### src/design/multi_list_store_defines.svh
// Assertion macros for the multi-list store.
`ifndef MULTI_LIST_STORE_DEFINES_SVH
`define MULTI_LIST_STORE_DEFINES_SVH
`ifndef NO_ASSERTIONS
`define MLS_ASSERT(label, clk, rst_n, prop, msg) \
  label: assert property (@(posedge clk) disable iff (!rst_n) prop) else $error(msg);
`define MLS_ASSERT_RST(label, clk, prop, msg) \
  label: assert property (@(posedge clk) prop) else $error(msg);
`else
`define MLS_ASSERT(label, clk, rst_n, prop, msg)
`define MLS_ASSERT_RST(label, clk, prop, msg)
`endif
`endif

### src/design/mls_pkg.sv
// Shared types and constants for the multi-list store.
package mls_pkg;
  localparam int NumListsDef = 8;
  localparam int ListCapDef  = 8;

  localparam logic [3:0] ACT_CREATE   = 4'd0;
  localparam logic [3:0] ACT_APPEND   = 4'd1;
  localparam logic [3:0] ACT_DROP     = 4'd2;
  localparam logic [3:0] ACT_DELETE   = 4'd3;
  localparam logic [3:0] ACT_READ     = 4'd4;
  localparam logic [3:0] ACT_READ_SRT = 4'd5;
  localparam logic [3:0] ACT_RESIZE   = 4'd6;
  localparam logic [3:0] ACT_COUNT    = 4'd7;
  localparam logic [3:0] ACT_ALL      = 4'd8;
  localparam logic [3:0] ACT_ALL_SRT  = 4'd9;

  localparam logic [3:0] ST_OK           = 4'd0;
  localparam logic [3:0] ST_BAD_LIST     = 4'd1;
  localparam logic [3:0] ST_EXISTS       = 4'd2;
  localparam logic [3:0] ST_BAD_SIZE     = 4'd3;
  localparam logic [3:0] ST_NO_MEM       = 4'd4;
  localparam logic [3:0] ST_NO_LIST      = 4'd5;
  localparam logic [3:0] ST_FULL         = 4'd6;
  localparam logic [3:0] ST_EMPTY        = 4'd7;
  localparam logic [3:0] ST_NOT_FOUND    = 4'd8;
  localparam logic [3:0] ST_BAD_NEW_SIZE = 4'd9;
  localparam logic [3:0] ST_ALL_EMPTY    = 4'd10;

  // datapath commands
  localparam logic [2:0] CMD_NONE  = 3'd0;
  localparam logic [2:0] CMD_RD    = 3'd1;  // read element at list/pos
  localparam logic [2:0] CMD_WR    = 3'd2;  // write in value at list/pos
  localparam logic [2:0] CMD_SHIFT = 3'd3;  // write last read data at list/pos

  typedef struct packed {
    logic [3:0]  action;
    logic [3:0]  list_number;
    logic [31:0] value;
    logic [5:0]  size_amount;
  } in_word_t;

  typedef struct packed {
    logic [3:0]  status;
    logic [31:0] data_value;
    logic        data_valid;
    logic [3:0]  element_count;
    logic        last;
  } out_word_t;

  typedef struct packed {
    logic [2:0] cmd;
    logic [2:0] list;
    logic [2:0] pos;
  } dp_cmd_t;

  typedef struct packed {
    logic [31:0] rd_data;
  } dp_stat_t;
endpackage

### src/design/mls_if.sv
// Valid/ready channel interfaces for the multi-list store.
interface mls_in_if;
  logic              valid;
  logic              ready;
  mls_pkg::in_word_t word;
  modport source (output valid, output word, input ready);
  modport sink   (input valid, input word, output ready);
endinterface

interface mls_out_if;
  logic               valid;
  logic               ready;
  mls_pkg::out_word_t word;
  modport source (output valid, output word, input ready);
  modport sink   (input valid, input word, output ready);
endinterface

### src/design/mls_datapath.sv
// Element memory of the multi-list store with a registered read port.
module mls_datapath (
  input  logic             clk,
  input  logic [31:0]      wr_value,
  input  mls_pkg::dp_cmd_t cmd,
  output mls_pkg::dp_stat_t stat
);
  logic [31:0] mem [64];
  logic [31:0] rd_data_r;
  logic [5:0]  addr;

  assign addr = {cmd.list, cmd.pos};

  always_ff @(posedge clk) begin
    if (cmd.cmd == mls_pkg::CMD_WR) begin
      mem[addr] <= wr_value;
    end else if (cmd.cmd == mls_pkg::CMD_SHIFT) begin
      mem[addr] <= rd_data_r;
    end
    if (cmd.cmd == mls_pkg::CMD_RD) begin
      rd_data_r <= mem[addr];
    end
  end

  assign stat.rd_data = rd_data_r;
endmodule

### src/design/mls_ctrl.sv
// Command sequencer for the multi-list store: list table, gathering, sort and output.
module mls_ctrl #(
  parameter int NUM_LISTS     = mls_pkg::NumListsDef,
  parameter int LIST_CAPACITY = mls_pkg::ListCapDef
) (
  input  logic              clk,
  input  logic              rst_n,
  mls_in_if.sink            in_ch,
  mls_out_if.source         out_ch,
  output mls_pkg::dp_cmd_t  cmd,
  output logic [31:0]       wr_value,
  input  mls_pkg::dp_stat_t stat
);
  localparam int BufN = 64;
  localparam logic signed [6:0] LcS = 7'(LIST_CAPACITY);
  localparam logic [4:0] S_IDLE = 5'd0, S_DEC = 5'd1, S_SEND = 5'd2, S_DEL_RD = 5'd3,
    S_DEL_CHK = 5'd4, S_SH_RD = 5'd5, S_SH_WR = 5'd6, S_G_RD = 5'd7, S_G_WT = 5'd8,
    S_G_CAP = 5'd9, S_SORT_A = 5'd10, S_SORT_B = 5'd11, S_E_RD = 5'd12,
    S_SORT_C = 5'd13, S_SORT_K = 5'd14, S_SORT_W = 5'd15, S_E_OUT = 5'd16,
    S_E_FIN = 5'd17;

  logic [4:0]  state_r, state_nxt;
  logic [3:0]  cap_r  [8];
  logic [3:0]  fill_r [8];
  mls_pkg::in_word_t req_r;
  mls_pkg::out_word_t ow_r, ow_nxt;
  logic        ov_r, ov_nxt;
  logic [31:0] buf_r [BufN];
  logic [31:0] buf_rd_r;
  logic [6:0]  n_r, n_nxt;
  logic [2:0]  gl_r, gl_nxt;
  logic [3:0]  pos_r, pos_nxt;
  logic [6:0]  i_r, i_nxt, j_r, j_nxt, k_r, k_nxt;
  logic [31:0] key_r, key_nxt;
  logic        all_r, all_nxt;

  logic        buf_we;
  logic [5:0]  buf_wa, buf_ra;
  logic [31:0] buf_wd;
  logic        cap_we, fill_we;
  logic [3:0]  cap_wd, fill_wd;

  logic [2:0]  li;
  logic [3:0]  cap, fill;
  logic signed [6:0] sz, ns;
  logic        bad_list, is_all, sorted_rd, app_ok;

  assign li        = 3'(req_r.list_number - 4'd1);
  assign bad_list  = (req_r.list_number == 4'd0) ||
                     (5'(req_r.list_number) > 5'(NUM_LISTS));
  assign cap       = cap_r[li];
  assign fill      = fill_r[li];
  assign sz        = {req_r.size_amount[5], req_r.size_amount};
  assign ns        = $signed({3'b000, cap}) + sz;
  assign is_all    = (req_r.action == mls_pkg::ACT_ALL) ||
                     (req_r.action == mls_pkg::ACT_ALL_SRT);
  assign sorted_rd = (req_r.action == mls_pkg::ACT_READ_SRT) ||
                     (req_r.action == mls_pkg::ACT_ALL_SRT);
  assign app_ok    = (fill < cap) && (fill < 4'(LIST_CAPACITY));

  assign in_ch.ready  = (state_r == S_IDLE);
  assign out_ch.valid = ov_r;
  assign out_ch.word  = ow_r;
  assign wr_value     = req_r.value;

  always_comb begin
    cmd = '{cmd: mls_pkg::CMD_NONE, list: li, pos: pos_r[2:0]};
    unique case (state_r)
      S_DEC: begin
        if (req_r.action == mls_pkg::ACT_APPEND && !bad_list && cap != 4'd0 && app_ok) begin
          cmd.cmd = mls_pkg::CMD_WR;
          cmd.pos = fill[2:0];
        end
      end
      S_DEL_RD, S_SH_RD: begin
        cmd.cmd = mls_pkg::CMD_RD;
        if (state_r == S_SH_RD) cmd.pos = 3'(pos_r + 4'd1);
      end
      S_SH_WR: cmd.cmd = mls_pkg::CMD_SHIFT;
      S_G_RD: begin
        cmd.cmd  = mls_pkg::CMD_RD;
        cmd.list = gl_r;
      end
      default: ;
    endcase
  end

  always_comb begin
    state_nxt = state_r;
    ow_nxt    = ow_r;
    ov_nxt    = ov_r;
    n_nxt     = n_r;
    gl_nxt    = gl_r;
    pos_nxt   = pos_r;
    i_nxt     = i_r;
    j_nxt     = j_r;
    k_nxt     = k_r;
    key_nxt   = key_r;
    all_nxt   = all_r;
    buf_we    = 1'b0;
    buf_wa    = n_r[5:0];
    buf_wd    = buf_rd_r;
    buf_ra    = k_r[5:0];
    cap_we    = 1'b0;
    cap_wd    = cap;
    fill_we   = 1'b0;
    fill_wd   = fill;
    if (ov_r && out_ch.ready) ov_nxt = 1'b0;
    unique case (state_r)
      S_IDLE: if (in_ch.valid) state_nxt = S_DEC;
      S_DEC: begin
        ow_nxt = '{status: mls_pkg::ST_OK, data_value: '0, data_valid: 1'b0,
                   element_count: '0, last: 1'b1};
        all_nxt   = is_all;
        state_nxt = S_SEND;
        if (req_r.action > mls_pkg::ACT_ALL_SRT) begin
          state_nxt = S_IDLE;
        end else if (is_all) begin
          n_nxt = '0; gl_nxt = '0; pos_nxt = '0;
          state_nxt = S_G_CAP;
        end else if (bad_list) begin
          ow_nxt.status = mls_pkg::ST_BAD_LIST;
        end else if (req_r.action == mls_pkg::ACT_CREATE) begin
          if (cap != 4'd0) ow_nxt.status = mls_pkg::ST_EXISTS;
          else if (sz < 7'sd1) ow_nxt.status = mls_pkg::ST_BAD_SIZE;
          else if (sz > LcS) ow_nxt.status = mls_pkg::ST_NO_MEM;
          else begin
            cap_we  = 1'b1;
            cap_wd  = req_r.size_amount[3:0];
            fill_we = 1'b1;
            fill_wd = '0;
          end
        end else if (cap == 4'd0) begin
          ow_nxt.status = mls_pkg::ST_NO_LIST;
        end else begin
          unique case (req_r.action)
            mls_pkg::ACT_APPEND:
              if (!app_ok) ow_nxt.status = mls_pkg::ST_FULL;
              else begin
                fill_we = 1'b1;
                fill_wd = fill + 4'd1;
              end
            mls_pkg::ACT_DROP:
              if (fill == 4'd0) ow_nxt.status = mls_pkg::ST_EMPTY;
              else begin
                fill_we = 1'b1;
                fill_wd = fill - 4'd1;
              end
            mls_pkg::ACT_DELETE:
              if (fill == 4'd0) ow_nxt.status = mls_pkg::ST_EMPTY;
              else begin
                pos_nxt   = '0;
                state_nxt = S_DEL_RD;
              end
            mls_pkg::ACT_READ, mls_pkg::ACT_READ_SRT: begin
              n_nxt = '0; gl_nxt = li; pos_nxt = '0;
              state_nxt = S_G_CAP;
            end
            mls_pkg::ACT_RESIZE:
              if (ns < 7'sd1) ow_nxt.status = mls_pkg::ST_BAD_NEW_SIZE;
              else if (ns > LcS) ow_nxt.status = mls_pkg::ST_NO_MEM;
              else begin
                cap_we = 1'b1;
                cap_wd = ns[3:0];
                if (fill > ns[3:0]) begin
                  fill_we = 1'b1;
                  fill_wd = ns[3:0];
                end
              end
            default:
              if (fill == 4'd0) ow_nxt.status = mls_pkg::ST_EMPTY;
              else ow_nxt.element_count = fill;
          endcase
        end
      end
      S_SEND: begin
        ov_nxt    = 1'b1;
        state_nxt = S_E_FIN;
      end
      S_DEL_RD: state_nxt = S_DEL_CHK;
      S_DEL_CHK: begin
        if (stat.rd_data == req_r.value) begin
          if (pos_r + 4'd1 < fill) state_nxt = S_SH_RD;
          else begin
            fill_we   = 1'b1;
            fill_wd   = fill - 4'd1;
            state_nxt = S_SEND;
          end
        end else if (pos_r + 4'd1 < fill) begin
          pos_nxt   = pos_r + 4'd1;
          state_nxt = S_DEL_RD;
        end else begin
          ow_nxt.status = mls_pkg::ST_NOT_FOUND;
          state_nxt     = S_SEND;
        end
      end
      S_SH_RD: state_nxt = S_SH_WR;
      S_SH_WR: begin
        pos_nxt = pos_r + 4'd1;
        if (pos_r + 4'd2 < fill) state_nxt = S_SH_RD;
        else begin
          fill_we   = 1'b1;
          fill_wd   = fill - 4'd1;
          state_nxt = S_SEND;
        end
      end
      // gather: check position against fill of list gl_r
      S_G_CAP: begin
        if (pos_r < fill_r[gl_r] && pos_r < 4'(LIST_CAPACITY)) state_nxt = S_G_RD;
        else if (all_r && 4'(gl_r) < 4'(NUM_LISTS - 1)) begin
          gl_nxt  = gl_r + 3'd1;
          pos_nxt = '0;
        end else if (n_r == 7'd0) begin
          if (all_r) ow_nxt.status = mls_pkg::ST_ALL_EMPTY;
          state_nxt = S_SEND;
        end else begin
          i_nxt     = 7'd1;
          state_nxt = sorted_rd ? S_SORT_A : S_SORT_C;
        end
      end
      S_G_RD: state_nxt = S_G_WT;
      S_G_WT: begin
        buf_we    = 1'b1;
        buf_wa    = n_r[5:0];
        buf_wd    = stat.rd_data;
        n_nxt     = n_r + 7'd1;
        pos_nxt   = pos_r + 4'd1;
        state_nxt = S_G_CAP;
      end
      // insertion sort over the buffer's registered read port
      S_SORT_A: begin
        if (i_r >= n_r) state_nxt = S_SORT_C;
        else begin
          buf_ra    = i_r[5:0];
          j_nxt     = i_r;
          state_nxt = S_SORT_K;
        end
      end
      S_SORT_K: begin
        key_nxt   = buf_rd_r;
        buf_ra    = 6'(j_r - 7'd1);
        state_nxt = S_SORT_B;
      end
      S_SORT_B: begin
        buf_ra = 6'(j_r - 7'd2);
        buf_we = 1'b1;
        buf_wa = j_r[5:0];
        if ($signed(buf_rd_r) > $signed(key_r)) begin
          buf_wd = buf_rd_r;
          j_nxt  = j_r - 7'd1;
          if (j_r == 7'd1) state_nxt = S_SORT_W;
        end else begin
          buf_wd    = key_r;
          i_nxt     = i_r + 7'd1;
          state_nxt = S_SORT_A;
        end
      end
      S_SORT_W: begin
        buf_we    = 1'b1;
        buf_wa    = j_r[5:0];
        buf_wd    = key_r;
        i_nxt     = i_r + 7'd1;
        state_nxt = S_SORT_A;
      end
      S_SORT_C: begin
        k_nxt     = '0;
        state_nxt = S_E_RD;
      end
      S_E_RD: state_nxt = S_E_OUT;
      S_E_OUT: begin
        if (!ov_r || out_ch.ready) begin
          ov_nxt = 1'b1;
          ow_nxt = '{status: mls_pkg::ST_OK, data_value: buf_rd_r, data_valid: 1'b1,
                     element_count: '0, last: (k_r + 7'd1 == n_r)};
          k_nxt  = k_r + 7'd1;
          state_nxt = (k_r + 7'd1 == n_r) ? S_E_FIN : S_E_RD;
        end
      end
      S_E_FIN: if (!ov_r || out_ch.ready) state_nxt = S_IDLE;
      default: state_nxt = S_IDLE;
    endcase
  end

  always_ff @(posedge clk) begin
    if (!rst_n) begin
      state_r <= S_IDLE;
      ov_r    <= 1'b0;
      for (int q = 0; q < 8; q++) begin
        cap_r[q]  <= '0;
        fill_r[q] <= '0;
      end
    end else begin
      state_r <= state_nxt;
      ov_r    <= ov_nxt;
      if (cap_we) cap_r[li] <= cap_wd;
      if (fill_we) fill_r[li] <= fill_wd;
    end
  end

  always_ff @(posedge clk) begin
    if (state_r == S_IDLE && in_ch.valid) req_r <= in_ch.word;
    ow_r  <= ow_nxt;
    n_r   <= n_nxt;
    gl_r  <= gl_nxt;
    pos_r <= pos_nxt;
    i_r   <= i_nxt;
    j_r   <= j_nxt;
    k_r   <= k_nxt;
    key_r <= key_nxt;
    all_r <= all_nxt;
  end

  always_ff @(posedge clk) begin
    if (buf_we) buf_r[buf_wa] <= buf_wd;
    buf_rd_r <= buf_r[buf_ra];
  end
endmodule

### src/design/multi_list_store.sv
// Multi-list store top level: controller and element memory.
// Simple commands go through decode and send; a delete reads and checks each element in turn,
// then shifts the later ones down. Reads gather element by element and visit each list; sorts
// add a key load per element and a step per move (insertion sort). Words go out once gathered.
// A new command is taken the cycle after the last word has been accepted.
// Reset (rst_n low, synchronous) clears all lists to not created; element memory is not cleared.
`include "multi_list_store_defines.svh"
module multi_list_store #(
  parameter int NUM_LISTS     = mls_pkg::NumListsDef,
  parameter int LIST_CAPACITY = mls_pkg::ListCapDef
) (
  input logic       clk,
  input logic       rst_n,
  mls_in_if.sink    in_ch,
  mls_out_if.source out_ch
);
  mls_pkg::dp_cmd_t  cmd;
  mls_pkg::dp_stat_t stat;
  logic [31:0]       wr_value;

  mls_ctrl #(.NUM_LISTS(NUM_LISTS), .LIST_CAPACITY(LIST_CAPACITY)) u_ctrl (
    .clk, .rst_n, .in_ch, .out_ch, .cmd, .wr_value, .stat
  );

  mls_datapath u_dp (.clk, .wr_value, .cmd, .stat);

  `MLS_ASSERT(a_out_valid_one, clk, rst_n, out_ch.valid |-> out_ch.word.data_valid || out_ch.word.last, "word without data must be last")
  `MLS_ASSERT(a_stall_hold, clk, rst_n, out_ch.valid && !out_ch.ready |=> $stable(out_ch.word), "stalled word changed")
  `MLS_ASSERT_RST(a_rst_idle, clk, !rst_n |=> !out_ch.valid, "valid after reset")
endmodule

### src/flat_wrapper.sv
// flat-port wrapper written by rule: the top's interface ports become plain ports
module multi_list_store_flat 
#(
  parameter int NUM_LISTS     = mls_pkg::NumListsDef,
  parameter int LIST_CAPACITY = mls_pkg::ListCapDef
)
  (clk, rst_n, in_ch_valid, in_ch_word, in_ch_ready, out_ch_valid, out_ch_word, out_ch_ready);
  mls_in_if in_ch_i ();
  mls_out_if out_ch_i ();
  input logic clk;
  input logic rst_n;
  input wire logic [$bits(in_ch_i.valid)-1:0] in_ch_valid;
  input wire logic [$bits(in_ch_i.word)-1:0] in_ch_word;
  output wire logic [$bits(in_ch_i.ready)-1:0] in_ch_ready;
  output wire logic [$bits(out_ch_i.valid)-1:0] out_ch_valid;
  output wire logic [$bits(out_ch_i.word)-1:0] out_ch_word;
  input wire logic [$bits(out_ch_i.ready)-1:0] out_ch_ready;
  assign in_ch_i.valid = in_ch_valid;
  assign in_ch_i.word = in_ch_word;
  assign in_ch_ready = in_ch_i.ready;
  assign out_ch_valid = out_ch_i.valid;
  assign out_ch_word = out_ch_i.word;
  assign out_ch_i.ready = out_ch_ready;
  multi_list_store #(.NUM_LISTS(NUM_LISTS), .LIST_CAPACITY(LIST_CAPACITY)) u_core (.clk(clk), .rst_n(rst_n), .in_ch(in_ch_i), .out_ch(out_ch_i));
endmodule
### config.mk
export PLATFORM = sky130hd
export DESIGN_NAME = multi_list_store_flat
export DESIGN_NICKNAME = d
export VERILOG_FILES = /design/src/design/mls_pkg.sv /design/src/design/mls_if.sv /design/src/design/mls_datapath.sv /design/src/design/mls_ctrl.sv /design/src/design/multi_list_store.sv /design/src/flat_wrapper.sv
export VERILOG_INCLUDE_DIRS = /design/src /design/src/design
export SDC_FILE = /design/constraint.sdc
export NUM_CORES = 2
export LEC_CHECK = 0
export ABC_CLOCK_PERIOD_IN_PS = 16500
export BUFFER_PORTS_ARGS = -buffer_cell sky130_fd_sc_hd__buf_4
export CORE_ASPECT_RATIO = 0.6
export CORE_MARGIN = 3
export CORE_UTILIZATION = 35
export DETAILED_ROUTE_END_ITERATION = 10
export GPL_TIMING_DRIVEN = 0
export SLEW_MARGIN = 10
export SYNTH_ARGS = -nofsm -noshare
export SYNTH_HDL_FRONTEND = slang
export SYNTH_MEMORY_MAX_BITS = 65536
export SYNTH_SLANG_ARGS = --single-unit
### constraint.sdc
create_clock -name clk -period 16.5 [get_ports clk]
set_input_delay 0.825 -clock clk [delete_from_list [all_inputs] [get_ports clk]]
set_output_delay 0.825 -clock clk [all_outputs]
set_load 0.03 [all_outputs]
==> flow_summary_export.csv <==
group,metric,value,unit
run_status,status,"finished with violations",
run_status,violations,"capacitance limit, slew limit",
detailed_routing,drtPass1Iterations,9,
clocking,clk_path_buf_depth,4,
timing,tightestPinTransition,1.57,ns
placement,gp_congestion,1.02,
synth,async_flop_share,0,%
clocking,cts_setup_buffers,0,
power_and_ir_drop,combPwrFrac,24.1,%
global_route,grt_pass1_vias,98800,
clocking,clk_pin_slew,0.07,ns
floorplanning,fp.dieH,548,um
placement,post-dp-hpwl,442000,um
setup_path,required,17.23,ns
setup_path,path_class,"flop to flop",
synth,synth_area_leader_cell,"edfxtp_1",
synth,synth_top_area_share,76.1,%
synth,syn_inst,10800,
synth,synth.cell_area,172000,um^2
setup_path,crit_family,"buffers and inverters",
final_layout,drive_gt1_share,12.8,%
setup_path,arrival,13.27,ns
timing,final_max_slew_viol_count,38,
power_and_ir_drop,switching_power,10000,uW
power_and_ir_drop,vdd_drop_max,0.105,mV
detailed_routing,num_vias,111000,
detailed_routing,via_per_inst,6.00,
job,cap_violations,7,
timing,fmax,79.8,MHz
clocking,cts_tree,"done",
synth,yosysWarnings,0,
power_and_ir_drop,internal-power,19800,uW
final_layout,final_common_cell,"edfxtp_1",
timing,relSlewSlack,-5.40,%
global_route,grtUsageMet1,35.5,%
detailed_routing,postRouteWirelength,616000,um
timing,finalCritPeriodShare,76.0,%
floorplanning,io_pins,94,
detailed_routing,drcViolationCount,0,
global_route,track_usage,23.8,%
power_and_ir_drop,p_leak,0.0635,uW
setup_path,r2r_end,"u_core.u_dp.stat[31]",
hold_path,hold_end,"u_core.u_ctrl.wr_value[9]",
timing,hold_violations,0,
setup_path,r2r-start,"u_core.u_ctrl.req_r[38]",
detailed_routing,first_iter_violations,21200,
hold_path,hp-class,"primary input to flop",
floorplanning,coreArea,487000,um^2
timing,hold-worst-slack,0.0916,ns
timing,finalSetupViolations,0,
timing,rsz0062_at_grt,"false",
synth,synth_edf_count,4348,
setup_path,cp_num_buf_inv,11,
clocking,cts-buffers-inserted,396,
synth,syn_area_per_cell,15.8,um^2
synth,synth-seq-area-share,76.6,%
global_route,grt_use_met2,27.6,%
power_and_ir_drop,power.density,149,nW/um^2
hold_path,min_from,"in_ch_word[15]",
setup_path,worstSetupStartpointType,"flop",
timing,period_minus_slack,12.54,ns
setup_path,cp-end-kind,"flop",
floorplanning,die_w,910,um
synth,synthDistinctLibCells,78,
clocking,cts-root-buf,"clkbuf_16",
floorplanning,die_area,499000,um^2
power_and_ir_drop,switching_share,33.5,%
synth,netlist_top_cells_area,"edfxtp_1 76%, mux4_2 3.9%, nand2_1 3.3%, a21oi_1 2.3%, a31oi_1 1.9%",
clocking,cts_max_level,5,
setup_path,crit_top_cell,"clkbuf_1",
floorplanning,core.rowCount,198,
synth,ys_ff_latch,4389,
power_and_ir_drop,total_power,29800,uW
power_and_ir_drop,clkPwrFrac,31.6,%
global_route,grt_remaining_overflow,0,
final_layout,final_cell_mix,"4,348 x edfxtp_1, 1,521 x nand2_1, 747 x a21oi_1",
global_route,grt_max_degree,65,
detailed_routing,wl_per_cell,33.3,um
global_route,antenna_found_initial,75,
synth,synthFlopType,"edfxtp_1",
floorplanning,start_util,35.2,%
placement,port_buffers,93,
timing,skew,0.160,ns
clocking,cts_sinks,4389,
power_and_ir_drop,seq_power_share,44.4,%
timing,finalSetupTns,0,ns
final_layout,syn_to_final_growth,17.1,%
final_layout,nets,11700,
setup_path,crit_path_max_incr_delay,1.10,ns
setup_path,r2r_cells,28,
setup_path,cpMaxStageDelayCell,"nor2_1",
hold_path,hold_depth,1,
clocking,clk_latency,1.07,ns
setup_path,cp_max_fo,11,
global_route,grt_pass1_wl,831000,um
detailed_routing,drtAntennaViolNets,0,
setup_path,ff2ff_setup_slack,3.96,ns
global_route,grt.busiest_layer,"met1",
global_route,use_met3,14.4,%
synth,syn_nets,11000,
[repair_timing]
action | CTS | global route
hold endpoints to repair | 38 | 0
gates resized for setup | 0 | 0
hold buffers | 38 | 0
[routing by layer]
metal	part of all wire, %	vias up
met1	41	56800
met5	0.26	-
met4	3.5	62
met2	35	8844
met3	20	1022
li1	-	44400
[worst max path at each step]
stage | start | end | slack [ns] | depth (start not counted)
after detailed placement | u_core.u_ctrl.req_r[38] | u_core.u_dp.stat[31] | 4.98 | 28
after global routing | u_core.u_ctrl.req_r[38] | u_core.u_dp.stat[31] | 4.15 | 28
after floorplan | u_core.u_ctrl.req_r[38] | u_core.u_dp.mem[26][0] | 8.57 | 28
after CTS | u_core.u_ctrl.req_r[38] | u_core.u_dp.stat[31] | 4.91 | 28
after global placement | u_core.u_ctrl.req_r[38] | u_core.u_dp.mem[8][10] | 2.73 | 26
final | u_core.u_ctrl.req_r[38] | u_core.u_dp.stat[31] | 3.96 | 28
[stage by stage]
stage / setup slack, ns / cells / utilization, % / instance area (um^2)
final: 3.96 / 18500 / 41.3 / 201000
after global routing: 4.15 / 18500 / 41.2 / 201000
after CTS: 4.91 / 18500 / 41.2 / 201000
after detailed placement: 4.98 / 17700 / 38.5 / 187000
after global placement: 2.73 / 17400 / 37.1 / 180000
after floorplan: 8.57 / 10800 / - / 172000
[registers in the layout, indices dropped and copies added, names as in the netlist, named ones only]
| signal | count |
|---|---|
| u_core.u_ctrl.buf_rd_r | 32 |
| u_core.u_dp.mem | 2048 |
| u_core.u_ctrl.req_r | 14 |
| u_core.u_ctrl.out_ch.word | 42 |
| u_core.u_dp.stat | 32 |
| u_core.u_ctrl.cap_r | 32 |
| u_core.u_ctrl.i_r | 7 |
| u_core.u_ctrl.out_ch.valid | 1 |
| u_core.u_ctrl.gl_r | 3 |
| u_core.u_ctrl.wr_value | 32 |
| u_core.u_ctrl.key_r | 32 |
| u_core.u_ctrl.all_r | 1 |
| u_core.u_ctrl.n_r | 7 |
| u_core.u_ctrl.pos_r | 4 |
| u_core.u_ctrl.buf_r | 2048 |
| u_core.u_ctrl.fill_r | 32 |
| u_core.u_ctrl.state_r | 5 |
| u_core.u_ctrl.k_r | 7 |
| u_core.u_ctrl.j_r | 7 |
[synth_stat cells, types with 81 or more instances]
cell type / instances
nand3_1: 354
edfxtp_1: 4348
o21ai_0: 175
clkbuf_1: 495
nand4_1: 88
and3_1: 114
a21oi_1: 782
mux4_2: 300
a22oi_1: 254
buf_1: 141
a221oi_1: 94
a31oi_1: 526
nand2_1: 1521
a32oi_1: 92
mux2i_1: 240
nor2_1: 401
nor3_1: 81
[cells by family after synthesis]
group / synth area share, %
AOI/OAI and AO/OA: 8.07
xor gates and xnor gates: 0.393
adders and majority gates: 0.544
buffers and inverters: 1.70
DFF: 76.6
muxes: 5.59
and+or+nand+nor: 7.10
[layout make-up]
| cell class | count | area [um^2] |
|---|---|---|
| sequential | 4389 | 131000 |
| buffer | 686 | 2680 |
| tap | 6500 | 8130 |
| inverter | 70 | 263 |
| antenna | 52 | 130 |
| clock buffer | 485 | 10400 |
| fill | 43500 | 286000 |
| multi-input combinational | 5701 | 38900 |
| timing repair buffer | 380 | 6460 |
| clock inverter | 243 | 2470 |
[power by group through the flow]
stage	combinational [uW]	sequential, uW	clock (uW)
floorplan	3130	13500	0
global placement	6230	13600	0
detailed placement	6740	13500	0
CTS	6780	13200	9450
global route	7320	13200	9890
finish	7190	13200	9420
No activity file was read; power rests on OpenSTA's default activity.
